$ cat src/hdl/rational_exponent_alu_core_macros.svh
// assertion macros shared by the rational exponent unit
// expects clk and rst_n in the scope of each use
`ifndef RATIONAL_EXPONENT_ALU_CORE_MACROS_SVH
`define RATIONAL_EXPONENT_ALU_CORE_MACROS_SVH

// same-cycle implication, disabled in reset
`define REA_ASSERT_IMP(name, ante, cons, msg) \
  name: assert property (@(posedge clk) disable iff (!rst_n) (ante) |-> (cons)) \
    else $error(msg);

// next-cycle implication, disabled in reset
`define REA_ASSERT_NXT(name, ante, cons, msg) \
  name: assert property (@(posedge clk) disable iff (!rst_n) (ante) |=> (cons)) \
    else $error(msg);

`endif

$ cat src/hdl/rea_pkg.sv
// rea_pkg: widths, mode codes and unit request/response types
// of the rational exponent unit; no dependencies
`timescale 1ns / 1ps
`default_nettype none

package rea_pkg;

  localparam int IN_WIDTH  = 16;
  localparam int MAG_W     = IN_WIDTH;
  localparam int PROD_W    = 2 * IN_WIDTH;
  localparam int NUM_W     = PROD_W + 1;
  localparam int RES_NUM_W = 33;
  localparam int RES_DEN_W = 31;
  localparam int NUM_EXT_W = (NUM_W > RES_NUM_W) ? NUM_W : RES_NUM_W;
  localparam int DEN_EXT_W = (NUM_W > RES_DEN_W) ? NUM_W : RES_DEN_W;
  localparam int SHIFT_W   = $clog2(NUM_W);
  localparam int CNT_W     = $clog2(NUM_W + 1);

  localparam logic [1:0] MODE_NORM = 2'd0;
  localparam logic [1:0] MODE_POW  = 2'd1;
  localparam logic [1:0] MODE_SUM  = 2'd2;

  typedef logic [MAG_W-1:0]  mag_t;
  typedef logic [PROD_W-1:0] prod_t;
  typedef logic [NUM_W-1:0]  wide_t;

  typedef struct packed {
    logic  start;
    wide_t u;
    wide_t v;
  } gcd_req_t;

  typedef struct packed {
    logic  done;
    wide_t g;
  } gcd_rsp_t;

  typedef struct packed {
    logic  start;
    wide_t dividend;
    wide_t divisor;
  } div_req_t;

  typedef struct packed {
    logic  done;
    wide_t quotient;
  } div_rsp_t;

endpackage

`default_nettype wire

$ cat src/hdl/rea_mul.sv
// rea_mul: registered unsigned magnitude multiplier, one product per cycle
// depends on rea_pkg
`timescale 1ns / 1ps
`default_nettype none

module rea_mul (
  input  wire logic         clk,
  input  wire rea_pkg::mag_t  a_i,
  input  wire rea_pkg::mag_t  b_i,
  output rea_pkg::prod_t      p_o
);

  rea_pkg::prod_t p_r;

  always_ff @(posedge clk) begin
    p_r <= rea_pkg::prod_t'(a_i) * rea_pkg::prod_t'(b_i);
  end

  assign p_o = p_r;

endmodule

`default_nettype wire

$ cat src/hdl/rea_gcd.sv
// rea_gcd: binary gcd, one shift or one subtract per cycle
// depends on rea_pkg; both operands must be nonzero at start
`timescale 1ns / 1ps
`default_nettype none

module rea_gcd (
  input  wire logic              clk,
  input  wire logic              rst_n,
  input  wire rea_pkg::gcd_req_t req_i,
  output rea_pkg::gcd_rsp_t      rsp_o
);

  logic                         busy_r;
  logic                         done_r;
  rea_pkg::wide_t               u_r;
  rea_pkg::wide_t               v_r;
  rea_pkg::wide_t               g_r;
  logic [rea_pkg::SHIFT_W-1:0]  k_r;
  logic                         u_gt_v;
  rea_pkg::wide_t               diff;

  // the one compare and subtract shared by both operands
  assign u_gt_v = (u_r > v_r);
  assign diff   = u_gt_v ? (u_r - v_r) : (v_r - u_r);

  always_ff @(posedge clk) begin
    if (!rst_n) begin
      busy_r <= 1'b0;
      done_r <= 1'b0;
    end else begin
      done_r <= 1'b0;
      if (req_i.start) begin
        busy_r <= 1'b1;
      end else if (busy_r && u_r[0] && v_r[0] && (u_r == v_r)) begin
        busy_r <= 1'b0;
        done_r <= 1'b1;
      end
    end
  end

  always_ff @(posedge clk) begin
    if (req_i.start) begin
      u_r <= req_i.u;
      v_r <= req_i.v;
      k_r <= '0;
    end else if (busy_r) begin
      if (!u_r[0] && !v_r[0]) begin
        // common factor of two
        u_r <= u_r >> 1;
        v_r <= v_r >> 1;
        k_r <= k_r + rea_pkg::SHIFT_W'(1);
      end else if (!u_r[0]) begin
        u_r <= u_r >> 1;
      end else if (!v_r[0]) begin
        v_r <= v_r >> 1;
      end else if (u_r == v_r) begin
        g_r <= u_r << k_r;
      end else if (u_gt_v) begin
        u_r <= diff;
      end else begin
        v_r <= diff;
      end
    end
  end

  assign rsp_o.done = done_r;
  assign rsp_o.g    = g_r;

endmodule

`default_nettype wire

$ cat src/hdl/rea_divu.sv
// rea_divu: restoring unsigned divider, one quotient bit per cycle
// depends on rea_pkg; divisor must be nonzero
`timescale 1ns / 1ps
`default_nettype none

module rea_divu (
  input  wire logic              clk,
  input  wire logic              rst_n,
  input  wire rea_pkg::div_req_t req_i,
  output rea_pkg::div_rsp_t      rsp_o
);

  logic                       busy_r;
  logic                       done_r;
  logic [rea_pkg::CNT_W-1:0]  cnt_r;
  logic [rea_pkg::NUM_W:0]    rem_r;
  rea_pkg::wide_t             quo_r;
  rea_pkg::wide_t             dvs_r;
  logic [rea_pkg::NUM_W:0]    rem_sh;
  logic [rea_pkg::NUM_W:0]    dvs_ext;
  logic                       fits;

  assign rem_sh  = {rem_r[rea_pkg::NUM_W-1:0], quo_r[rea_pkg::NUM_W-1]};
  assign dvs_ext = {1'b0, dvs_r};
  assign fits    = (rem_sh >= dvs_ext);

  always_ff @(posedge clk) begin
    if (!rst_n) begin
      busy_r <= 1'b0;
      done_r <= 1'b0;
      cnt_r  <= '0;
    end else begin
      done_r <= 1'b0;
      if (req_i.start) begin
        busy_r <= 1'b1;
        cnt_r  <= rea_pkg::CNT_W'(rea_pkg::NUM_W);
      end else if (busy_r) begin
        cnt_r <= cnt_r - rea_pkg::CNT_W'(1);
        if (cnt_r == rea_pkg::CNT_W'(1)) begin
          busy_r <= 1'b0;
          done_r <= 1'b1;
        end
      end
    end
  end

  // dividend shifts out of quo_r as quotient bits shift in
  always_ff @(posedge clk) begin
    if (req_i.start) begin
      rem_r <= '0;
      quo_r <= req_i.dividend;
      dvs_r <= req_i.divisor;
    end else if (busy_r) begin
      rem_r <= fits ? (rem_sh - dvs_ext) : rem_sh;
      quo_r <= {quo_r[rea_pkg::NUM_W-2:0], fits};
    end
  end

  assign rsp_o.done     = done_r;
  assign rsp_o.quotient = quo_r;

endmodule

`default_nettype wire

$ cat src/hdl/rational_exponent_alu_core.sv
// rational_exponent_alu_core: top level of the rational exponent unit
// depends on rea_pkg, rea_mul, rea_gcd, rea_divu and the assertion macros
//
// usage:
//   input channel in_valid/in_stall carries mode and two fractions a and b;
//   mode 0 (and 3) reduces a, mode 1 multiplies a by b, mode 2 adds them.
//   result channel out_valid/out_stall returns one reduced fraction per
//   transaction, with out_status set and both fraction fields zero when a
//   denominator in use is zero.
//   one transaction is processed at a time: in_stall is high from the cycle
//   after acceptance until the result is loaded into the output register.
//   a zero-denominator error goes straight to the final state; otherwise power
//   and sum first step through the multiply states, then the numerator is
//   checked and a zero numerator goes to the final state; any other result
//   runs the binary gcd (one shift or subtract per step), then the numerator
//   and denominator divides, and the gcd loop and divides set the duration.
//   a finished result waits in the output register while out_stall is high;
//   the next transaction may be accepted meanwhile and its result waits in
//   the final state until the register frees up.
//   reset (rst_n low, synchronous) returns to idle and drops out_valid.
`timescale 1ns / 1ps
`default_nettype none
`include "rational_exponent_alu_core_macros.svh"

module rational_exponent_alu_core (
  input  wire logic                                 clk,
  input  wire logic                                 rst_n,
  input  wire logic                                 in_valid,
  output logic                                      in_stall,
  input  wire logic [1:0]                           in_mode,
  input  wire logic signed [rea_pkg::IN_WIDTH-1:0]  in_a_num,
  input  wire logic signed [rea_pkg::IN_WIDTH-1:0]  in_a_den,
  input  wire logic signed [rea_pkg::IN_WIDTH-1:0]  in_b_num,
  input  wire logic signed [rea_pkg::IN_WIDTH-1:0]  in_b_den,
  output logic                                      out_valid,
  input  wire logic                                 out_stall,
  output logic signed [rea_pkg::RES_NUM_W-1:0]      out_res_num,
  output logic [rea_pkg::RES_DEN_W-1:0]             out_res_den,
  output logic                                      out_status
);

  typedef enum logic [3:0] {
    ST_IDLE,
    ST_MUL0,
    ST_MUL1,
    ST_MUL2,
    ST_MUL3,
    ST_CHK,
    ST_GCD,
    ST_DIVN_GO,
    ST_DIVN,
    ST_DIVD_GO,
    ST_DIVD,
    ST_DONE
  } state_t;

  function automatic rea_pkg::mag_t mag_of(input logic [rea_pkg::IN_WIDTH-1:0] v);
    return v[rea_pkg::IN_WIDTH-1] ? (rea_pkg::mag_t'(~v) + rea_pkg::mag_t'(1))
                                  : rea_pkg::mag_t'(v);
  endfunction

  state_t                          state_r;
  logic                            out_valid_r;
  logic signed [rea_pkg::RES_NUM_W-1:0] res_num_r;
  logic [rea_pkg::RES_DEN_W-1:0]   res_den_r;
  logic                            status_r;

  logic [1:0]                      mode_r;
  logic                            err_r;
  logic                            an_neg_r, ad_neg_r, bn_neg_r, bd_neg_r;
  rea_pkg::mag_t                   an_m_r, ad_m_r, bn_m_r, bd_m_r;
  rea_pkg::prod_t                  t1_r;
  rea_pkg::wide_t                  num_mag_r, den_mag_r, g_r, nm_r, dm_r;
  logic                            num_neg_r;

  logic                            accept;
  logic                            in_err;
  logic                            is_two_op;
  logic                            out_free;
  rea_pkg::mag_t                   mul_a, mul_b;
  rea_pkg::prod_t                  mul_p;
  logic                            x_neg, y_neg;
  rea_pkg::wide_t                  sum_mag;
  logic                            sum_neg;
  rea_pkg::gcd_req_t               gcd_req;
  rea_pkg::gcd_rsp_t               gcd_rsp;
  rea_pkg::div_req_t               div_req;
  rea_pkg::div_rsp_t               div_rsp;
  logic                            res_neg;
  logic [rea_pkg::NUM_EXT_W-1:0]   nm_ext, nm_signed;
  logic [rea_pkg::DEN_EXT_W-1:0]   dm_ext;
  logic                            fields_zero;

  assign accept    = in_valid && !in_stall;
  assign in_stall  = (state_r != ST_IDLE);
  assign is_two_op = (in_mode == rea_pkg::MODE_POW) || (in_mode == rea_pkg::MODE_SUM);
  assign in_err    = (in_a_den == '0) || (is_two_op && (in_b_den == '0));
  assign out_free  = !out_valid_r || !out_stall;

  // operand schedule: ad*bd, then an*bn or an*bd, then bn*ad
  always_comb begin
    unique case (state_r)
      ST_MUL0: begin
        mul_a = ad_m_r;
        mul_b = bd_m_r;
      end
      ST_MUL1: begin
        mul_a = an_m_r;
        mul_b = (mode_r == rea_pkg::MODE_POW) ? bn_m_r : bd_m_r;
      end
      default: begin
        mul_a = bn_m_r;
        mul_b = ad_m_r;
      end
    endcase
  end

  rea_mul u_mul (
    .clk (clk),
    .a_i (mul_a),
    .b_i (mul_b),
    .p_o (mul_p)
  );

  // signed-magnitude add of an*bd and bn*ad
  assign x_neg = an_neg_r ^ bd_neg_r;
  assign y_neg = bn_neg_r ^ ad_neg_r;
  always_comb begin
    if (x_neg == y_neg) begin
      sum_mag = rea_pkg::wide_t'(t1_r) + rea_pkg::wide_t'(mul_p);
      sum_neg = x_neg;
    end else if (t1_r >= mul_p) begin
      sum_mag = rea_pkg::wide_t'(t1_r - mul_p);
      sum_neg = x_neg;
    end else begin
      sum_mag = rea_pkg::wide_t'(mul_p - t1_r);
      sum_neg = y_neg;
    end
  end

  assign gcd_req.start = (state_r == ST_CHK) && (num_mag_r != '0);
  assign gcd_req.u     = num_mag_r;
  assign gcd_req.v     = den_mag_r;

  rea_gcd u_gcd (
    .clk   (clk),
    .rst_n (rst_n),
    .req_i (gcd_req),
    .rsp_o (gcd_rsp)
  );

  assign div_req.start    = (state_r == ST_DIVN_GO) || (state_r == ST_DIVD_GO);
  assign div_req.dividend = (state_r == ST_DIVD_GO) ? den_mag_r : num_mag_r;
  assign div_req.divisor  = g_r;

  rea_divu u_div (
    .clk   (clk),
    .rst_n (rst_n),
    .req_i (div_req),
    .rsp_o (div_rsp)
  );

  assign res_neg   = (nm_r != '0) && (num_neg_r != (ad_neg_r ^ (bd_neg_r &&
                     ((mode_r == rea_pkg::MODE_POW) || (mode_r == rea_pkg::MODE_SUM)))));
  assign nm_ext    = rea_pkg::NUM_EXT_W'(nm_r);
  assign nm_signed = res_neg ? (~nm_ext + rea_pkg::NUM_EXT_W'(1)) : nm_ext;
  assign dm_ext    = rea_pkg::DEN_EXT_W'(dm_r);

  // working registers, no reset needed
  always_ff @(posedge clk) begin
    if (accept) begin
      mode_r    <= in_mode;
      err_r     <= in_err;
      an_neg_r  <= in_a_num[rea_pkg::IN_WIDTH-1];
      ad_neg_r  <= in_a_den[rea_pkg::IN_WIDTH-1];
      bn_neg_r  <= in_b_num[rea_pkg::IN_WIDTH-1];
      bd_neg_r  <= in_b_den[rea_pkg::IN_WIDTH-1];
      an_m_r    <= mag_of(in_a_num);
      ad_m_r    <= mag_of(in_a_den);
      bn_m_r    <= mag_of(in_b_num);
      bd_m_r    <= mag_of(in_b_den);
      num_mag_r <= rea_pkg::wide_t'(mag_of(in_a_num));
      den_mag_r <= rea_pkg::wide_t'(mag_of(in_a_den));
      num_neg_r <= in_a_num[rea_pkg::IN_WIDTH-1];
    end
    case (state_r)
      ST_MUL1: den_mag_r <= rea_pkg::wide_t'(mul_p);
      ST_MUL2: begin
        t1_r <= mul_p;
        if (mode_r == rea_pkg::MODE_POW) begin
          num_mag_r <= rea_pkg::wide_t'(mul_p);
          num_neg_r <= an_neg_r ^ bn_neg_r;
        end
      end
      ST_MUL3: begin
        num_mag_r <= sum_mag;
        num_neg_r <= sum_neg;
      end
      ST_CHK: begin
        // zero numerator reduces to 0/1
        nm_r <= '0;
        dm_r <= rea_pkg::wide_t'(1);
      end
      ST_GCD:  if (gcd_rsp.done) g_r  <= gcd_rsp.g;
      ST_DIVN: if (div_rsp.done) nm_r <= div_rsp.quotient;
      ST_DIVD: if (div_rsp.done) dm_r <= div_rsp.quotient;
      default: ;
    endcase
  end

  always_ff @(posedge clk) begin
    if (!rst_n) begin
      state_r     <= ST_IDLE;
      out_valid_r <= 1'b0;
    end else begin
      if ((state_r == ST_DONE) && out_free) begin
        out_valid_r <= 1'b1;
      end else if (out_valid_r && !out_stall) begin
        out_valid_r <= 1'b0;
      end
      unique case (state_r)
        ST_IDLE: begin
          if (accept) begin
            if (in_err) begin
              state_r <= ST_DONE;
            end else if (is_two_op) begin
              state_r <= ST_MUL0;
            end else begin
              state_r <= ST_CHK;
            end
          end
        end
        ST_MUL0: state_r <= ST_MUL1;
        ST_MUL1: state_r <= ST_MUL2;
        ST_MUL2: state_r <= (mode_r == rea_pkg::MODE_POW) ? ST_CHK : ST_MUL3;
        ST_MUL3: state_r <= ST_CHK;
        ST_CHK:  state_r <= (num_mag_r != '0) ? ST_GCD : ST_DONE;
        ST_GCD:     if (gcd_rsp.done) state_r <= ST_DIVN_GO;
        ST_DIVN_GO: state_r <= ST_DIVN;
        ST_DIVN:    if (div_rsp.done) state_r <= ST_DIVD_GO;
        ST_DIVD_GO: state_r <= ST_DIVD;
        ST_DIVD:    if (div_rsp.done) state_r <= ST_DONE;
        ST_DONE: begin
          if (out_free) begin
            state_r     <= ST_IDLE;
            if (err_r) begin
              res_num_r <= '0;
              res_den_r <= '0;
              status_r  <= 1'b1;
            end else begin
              res_num_r <= nm_signed[rea_pkg::RES_NUM_W-1:0];
              res_den_r <= dm_ext[rea_pkg::RES_DEN_W-1:0];
              status_r  <= 1'b0;
            end
          end
        end
        default: state_r <= ST_IDLE;
      endcase
    end
  end

  assign out_valid   = out_valid_r;
  assign out_res_num = res_num_r;
  assign out_res_den = res_den_r;
  assign out_status  = status_r;

  assign fields_zero = (out_res_num == '0) && (out_res_den == '0);

  `REA_ASSERT_NXT(a_busy_after_accept, accept, state_r != ST_IDLE, "accept left the unit idle")
  `REA_ASSERT_IMP(a_err_zero_fields, out_valid && out_status, fields_zero, "nonzero error fields")
  `REA_ASSERT_IMP(a_gcd_nonzero, gcd_rsp.done, gcd_rsp.g != '0, "gcd unit returned zero")

endmodule

`default_nettype wire
$ cat config.mk
export PLATFORM = sky130hd
export DESIGN_NAME = rational_exponent_alu_core
export DESIGN_NICKNAME = d
export VERILOG_FILES = /design/src/hdl/rea_pkg.sv /design/src/hdl/rea_mul.sv /design/src/hdl/rea_gcd.sv /design/src/hdl/rea_divu.sv /design/src/hdl/rational_exponent_alu_core.sv
export VERILOG_INCLUDE_DIRS = /design/src /design/src/hdl
export SDC_FILE = /design/constraint.sdc
export NUM_CORES = 2
export LEC_CHECK = 0
export BUFFER_PORTS_ARGS = -buffer_cell sky130_fd_sc_hd__buf_2
export CORE_AREA = 2 2 288 290
export CTS_CLUSTER_SIZE = 30
export DETAILED_ROUTE_END_ITERATION = 6
export DIE_AREA = 0 0 290 292
export PLACE_DENSITY = 0.72
export SLEW_MARGIN = 20
export SYNTH_ARGS = -nofsm -noshare
export SYNTH_HDL_FRONTEND = slang
export SYNTH_SLANG_ARGS = --single-unit
$ cat constraint.sdc
create_clock -name clk -period 8.5 [get_ports clk]
set_input_delay 1.7 -clock clk [delete_from_list [all_inputs] [get_ports clk]]
set_output_delay 1.7 -clock clk [all_outputs]
set_load 0.05 [all_outputs]
After elaboration in Yosys (flattened, before gate mapping)

Cells that the tools add are included.

Shift operators: 1
Magnitude comparators: 3
Eq/ne operators: 29
Bitwise gates (word level): 13
Muxes and demuxes: 64
Multiply operators: 1
Add/sub/neg operators: 13
Reductions and logical operators: 48

Operator list:

| operator                                                         | number |
|---|---|
| 33-bit two-way mux                                               | 24 |
| 33-bit case mux with 2 select lines                              | 2 |
| 33-bit subtractor                                                | 3 |
| 32-bit two-way mux                                               | 3 |
| 33-bit nonzero test                                              | 2 |
| 32-bit by 32-bit subtractor with 33-bit output                   | 2 |
| 16-bit by 1-bit adder with 16-bit output (second input constant) | 4 |
| 16-bit NOT                                                       | 4 |
| 16-bit case mux with 2 select lines                              | 2 |
| 31-bit case mux with 2 select lines                              | 1 |
| 16-bit two-way mux                                               | 3 |
| 4-bit case mux with 12 select lines                              | 1 |
| 34-bit by 33-bit >= comparator with 1-bit output                 | 1 |
| 32-bit by 32-bit adder with 33-bit output                        | 1 |
| 33-bit by 1-bit adder with 33-bit output (second input constant) | 1 |
| 33-bit == test                                                   | 1 |
| 33-bit > comparator                                              | 1 |
| 33-bit NOT                                                       | 1 |
| 33-bit by 6-bit << shifter with 33-bit output                    | 1 |
| 32-bit >= comparator                                             | 1 |
| 16-bit logical NOT                                               | 2 |
| 16-bit by 16-bit multiplier with 32-bit output                   | 1 |
| 15-bit two-way mux                                               | 2 |
| 4-bit two-way mux                                                | 7 |
| 34 further kinds                                                 | 101 |

Input bits: 70
Register bits after elaboration: 582

Logic depth before layout (Yosys ltp)

Depth in word-level cells: 9
Mapped depth: 32

Hierarchy

A second synthesis with hierarchy kept.

Cells, all modules: 4,934
Area total of the unflattened synthesis: 46,360.7 µm²

By module, submodules not included:

| module                     | area an instance (µm²) | cells an instance | instances | sequential area each (µm²) |
|---|---|---|---|---|
| rational_exponent_alu_core | 20,220.6               | 2,020             | 1         | 9,699.3 |
| rea_gcd                    | 10,532.6               | 1,249             | 1         | 3,133.0 |
| rea_mul                    | 9,430.3                | 1,056             | 1         | 640.6 |
| rea_divu                   | 6,177.2                | 609               | 1         | 2,802.7 |

Worst setup path before layout

OpenSTA, ideal clock, no wires.

Kind: register to register
Start point: register state_r[3]
End point: register u_mul.p_r[22] (netlist: u_mul.p_o[22])
Clock period less this slack: 7,273 ps
Slack: 1,227 ps
Arrival: 7,201 ps
Stages on the path, launching flop included: 30
Library setup time: 72 ps
Required time: 8,428 ps
Buffers on the path: 4
Path through: dfxtp_1 -> clkbuf_1 -> nand2b_1 -> nor2_1 -> nor2_1 -> clkbuf_1 -> buf_1 -> a22oi_1 -> nand2_1 -> clkbuf_1 -> nand2_1 -> fa_1 -> fa_1 -> fa_1 -> fa_1 -> inv_1 -> fa_1 -> inv_1 -> fa_1 -> inv_1 -> ha_1 -> a21o_1 -> a21o_1 -> a21o_1 -> a32oi_1 -> and2_1 -> a21oi_1 -> or3_1 -> a21oi_1 -> xnor2_1

Word-level cells in the longest chain between the ends: 3
Elaborated cells on any way between the ends: 5
Those cells by class: mul (1); eq/ne (2); mux (2)

RTL lines:

| element                                                                                                     | RTL line                          | RTL |
|---|---|---|
| start: declaration                                                                                          | rational_exponent_alu_core.sv:62  | `state_t state_r;` |
| start signal: assignment                                                                                    | rational_exponent_alu_core.sv:235 | `ST_MUL2: state_r <= (mode_r == rea_pkg::MODE_POW) ? ST_CHK : ST_MUL3;` |
| start signal: assignment                                                                                    | rational_exponent_alu_core.sv:237 | `ST_CHK: state_r <= (num_mag_r != '0) ? ST_GCD : ST_DONE;` |
| 4-bit by 2-bit == test with 1-bit output / 4-bit by 1-bit == test with 1-bit output (equally long branches) | rational_exponent_alu_core.sv:102 | `unique case (state_r)` |
| 16-bit case mux with 2 select lines                                                                         | rational_exponent_alu_core.sv:102 |  |
| 16-bit by 16-bit multiplier with 32-bit output *                                                            | rea_mul.sv:16                     | `p_r <= rea_pkg::prod_t'(a_i) * rea_pkg::prod_t'(b_i);` |
| end signal: assignment                                                                                      | rea_mul.sv:16                     |  |
| end: declaration                                                                                            | rea_mul.sv:13                     | `rea_pkg::prod_t p_r;` |

Mark *: on every way between the ends. The rest lies on a longest branch, timed or not.
A chain may end at the register's enable or synchronous reset.

Worst setup path after layout

Start point: register state_r[2]
End point: register u_mul.p_r[22] (netlist: u_mul.p_o[22])

Same word-level chain as after synthesis.

==> results.sh <==
export IMPL_via_count=36500
export IMPL_critPathArrivalTime_ps=8380
export IMPL_cts_buffer_depth=3
export IMPL_ys_ff_latch=582
export IMPL_crit_family="adder cells"
export IMPL_synth_cell_type_count=95
export IMPL_ios=137
export IMPL_final_common_cell="inv_1"
export IMPL_postCtsHoldBufs=0
export IMPL_relSlewSlack_pct=25.4
export IMPL_critPathMaxFanout=22
export IMPL_hold_start="g_r[3]"
export IMPL_die_area_sq_um=84700
export IMPL_antenna_found_initial=3
export IMPL_cts_made_buffers=67
export IMPL_tightest_slew_ps=1110
export IMPL_dpl_hpwl_mm=107
export IMPL_maxSlewViolCount=0
export IMPL_hold_slack_ps=409
export IMPL_cts_root_buffer="clkbuf_16"
export IMPL_ctsResizeCount=0
export IMPL_max_stage_delay_ps=590
export IMPL_route_detailed_wl_per_inst_um=23.3
export IMPL_drtIter0Drc=3746
export IMPL_finalNetCount=5393
export IMPL_synth_ff_type="edfxtp_1"
export IMPL_layout_common_cells="inv_1, nand2_1, nor2_1"
export IMPL_clock_latency_ps=650
export IMPL_critPathMostFrequentCell="fa_1"
export IMPL_violations="design-rule violations"
export IMPL_grt_max_degree=85
export IMPL_dr_pass1_iters=7
export IMPL_start_util_pct=54.7
export IMPL_via_per_inst=6.14
export IMPL_path_clk_slew_ps=60
export IMPL_syn_avg_cell_area_sq_um=9.32
export IMPL_reg2reg_from="state_r[2]"
export IMPL_fin_setup_tns_ps=0
export IMPL_start_kind="flip-flop"
export IMPL_worst_hold_path_type="reg -> reg"
export IMPL_drc=6
export IMPL_die_x_um=290
export IMPL_required_ps=9030
export IMPL_met1_length_mm=55.5
export IMPL_hold_violations=0
export IMPL_period_needed_ps=7850
export IMPL_r2r_slack_ps=650
export IMPL_wl_mm=138
export IMPL_yosysWarnings=0
export IMPL_rsz0062_at_grt="no"
export IMPL_syn_area_sq_um=44700
export IMPL_outcome="finished, violations left"
export IMPL_core_sq_um=81600
export IMPL_ant_nets=0
export IMPL_worstSetupEndpointType="flip-flop"
export IMPL_dr_max_layer_used="met4"
export IMPL_dieHeight_um=292
export IMPL_ff2ff_path_depth=27
export IMPL_overflow=0
export IMPL_worst_r2r_endpoint="u_mul.p_o[22]"
export IMPL_crit_type="reg -> reg"
export IMPL_slowest_stage="dfxtp_1"
export IMPL_dr_wl_met2_mm=62.2
export IMPL_grt_pass1_vias=35000
export IMPL_clock_sinks=582
export IMPL_max_freq_mhz=127
export IMPL_path_buf_inv=6
export IMPL_stdcell_count=5939
export IMPL_port_buffers=136
export IMPL_setup_violations=0
export IMPL_htreeDepth=3
export IMPL_cts_tree="done"
export IMPL_clock_skew_ps=31.4
export IMPL_area_growth_pct=8.54
export IMPL_syn_nets=5370
export IMPL_dp_cells=5812
export IMPL_hold_depth=0
export IMPL_postCtsSetupRepairBufs=0
export IMPL_period_share_pct=92.4
export IMPL_synth_edf_count=462
export IMPL_wl_met3_mm=12.4
export IMPL_gp_congestion=1.00
export IMPL_grtUsageTotal_pct=32.3
export IMPL_grt_pass1_wl_mm=210
export IMPL_syn_inst=4791
export IMPL_synth_seq_area_share_pct=36.4
export IMPL_async_reset_ff_share_pct=0
export IMPL_layout_drive_gt1_share_pct=7.99
export IMPL_num_rows=105
export IMPL_min_to="u_div.dvs_r[3]"
export IMPL_max_cap_viol_count=0
metrics by stage:
| step | area [sq um] | utilization (%) | setup slack, ps |
|---|---|---|---|
| finish | 48500 | 59.4 | 649 |
| global route | 48500 | 59.4 | 225 |
| CTS | 48400 | 59.3 | 496 |
| detailed placement | 46200 | 56.7 | 592 |
| global placement | 46200 | 56.7 | 663 |
| floorplan | 44700 | - | 1230 |
worst max path at each step:
stage               start       endpoint  depth (start not counted)  slack (ps)
3_3_place_gp   state_r[1]  u_mul.p_o[31]                         28         660
4_1_cts        state_r[1]  u_mul.p_o[22]                         27         500
6_report       state_r[2]  u_mul.p_o[22]                         27         650
3_5_place_dp   state_r[1]  u_mul.p_o[22]                         27         590
2_1_floorplan  state_r[3]  u_mul.p_o[22]                         29        1230
5_1_grt        state_r[2]  u_mul.p_o[22]                         28         230
routing by layer:
layer	track usage (%)	vias to the layer above
li1	-	16700
met1	42.4	17700
met2	51.1	1693
met3	6.17	363
met4	16.7	0
met5	0	-
layout make-up:
cell class                 instances  area (sq um)
sequential                       582         16300
clock buffer                      86          1850
multi-input combinational       3480         25700
clock inverter                    35           333
timing repair buffer             196          1170
tap                             1070          1340
fill                            7171         33100
inverter                         487          1830
antenna                            3          7.51
synthesized netlist by cell type (15+ instances only):
master	number	area, sq um
edfxtp_1	462	13900
fa_1	200	4000
or3_1	36	225
nand3_1	56	280
a31oi_1	36	225
xnor2_1	163	1430
nor3_1	69	345
o21a_1	25	188
o21ai_1	17	85.1
o21ai_0	216	1080
nor2_1	483	1810
a22oi_1	51	383
nand2_1	478	1790
nand4_1	34	213
mux2_2	18	203
a211oi_1	42	315
and2_1	97	607
inv_1	484	1820
xor2_1	71	622
dfxtp_1	120	2400
a21oi_1	345	1730
a222oi_1	16	160
ha_1	309	3870
and3_1	20	125
o31ai_1	26	195
mux2i_1	106	1060
buf_2	25	125
clkbuf_1	184	691
nand2b_1	49	307
nor2b_1	63	394
buf_1	20	75.1
a221oi_1	50	438
nor4_1	26	163
o21bai_1	45	338
mux4_2	15	338
a21o_1	120	901
cells by family (layout without fill, tap and decap cells):
family                     count (synthesis)  count (layout)  share of synthesized area [%]
buffers and inverters                    729             804                           6.35
xor gates and xnor gates                 234             234                           4.59
other                                      0               3                              0
and+or+nand+nor                         1470            1470                           15.1
muxes                                    140             140                           3.62
DFF                                      582             582                           36.4
adders and majority gates                509             509                           17.6
AOI/OAI and AO/OA                       1127            1127                           16.3
Power is left out: the tool's default activity adds up to more than one toggle a clock period on the data nets, which glitch-free logic cannot reach.
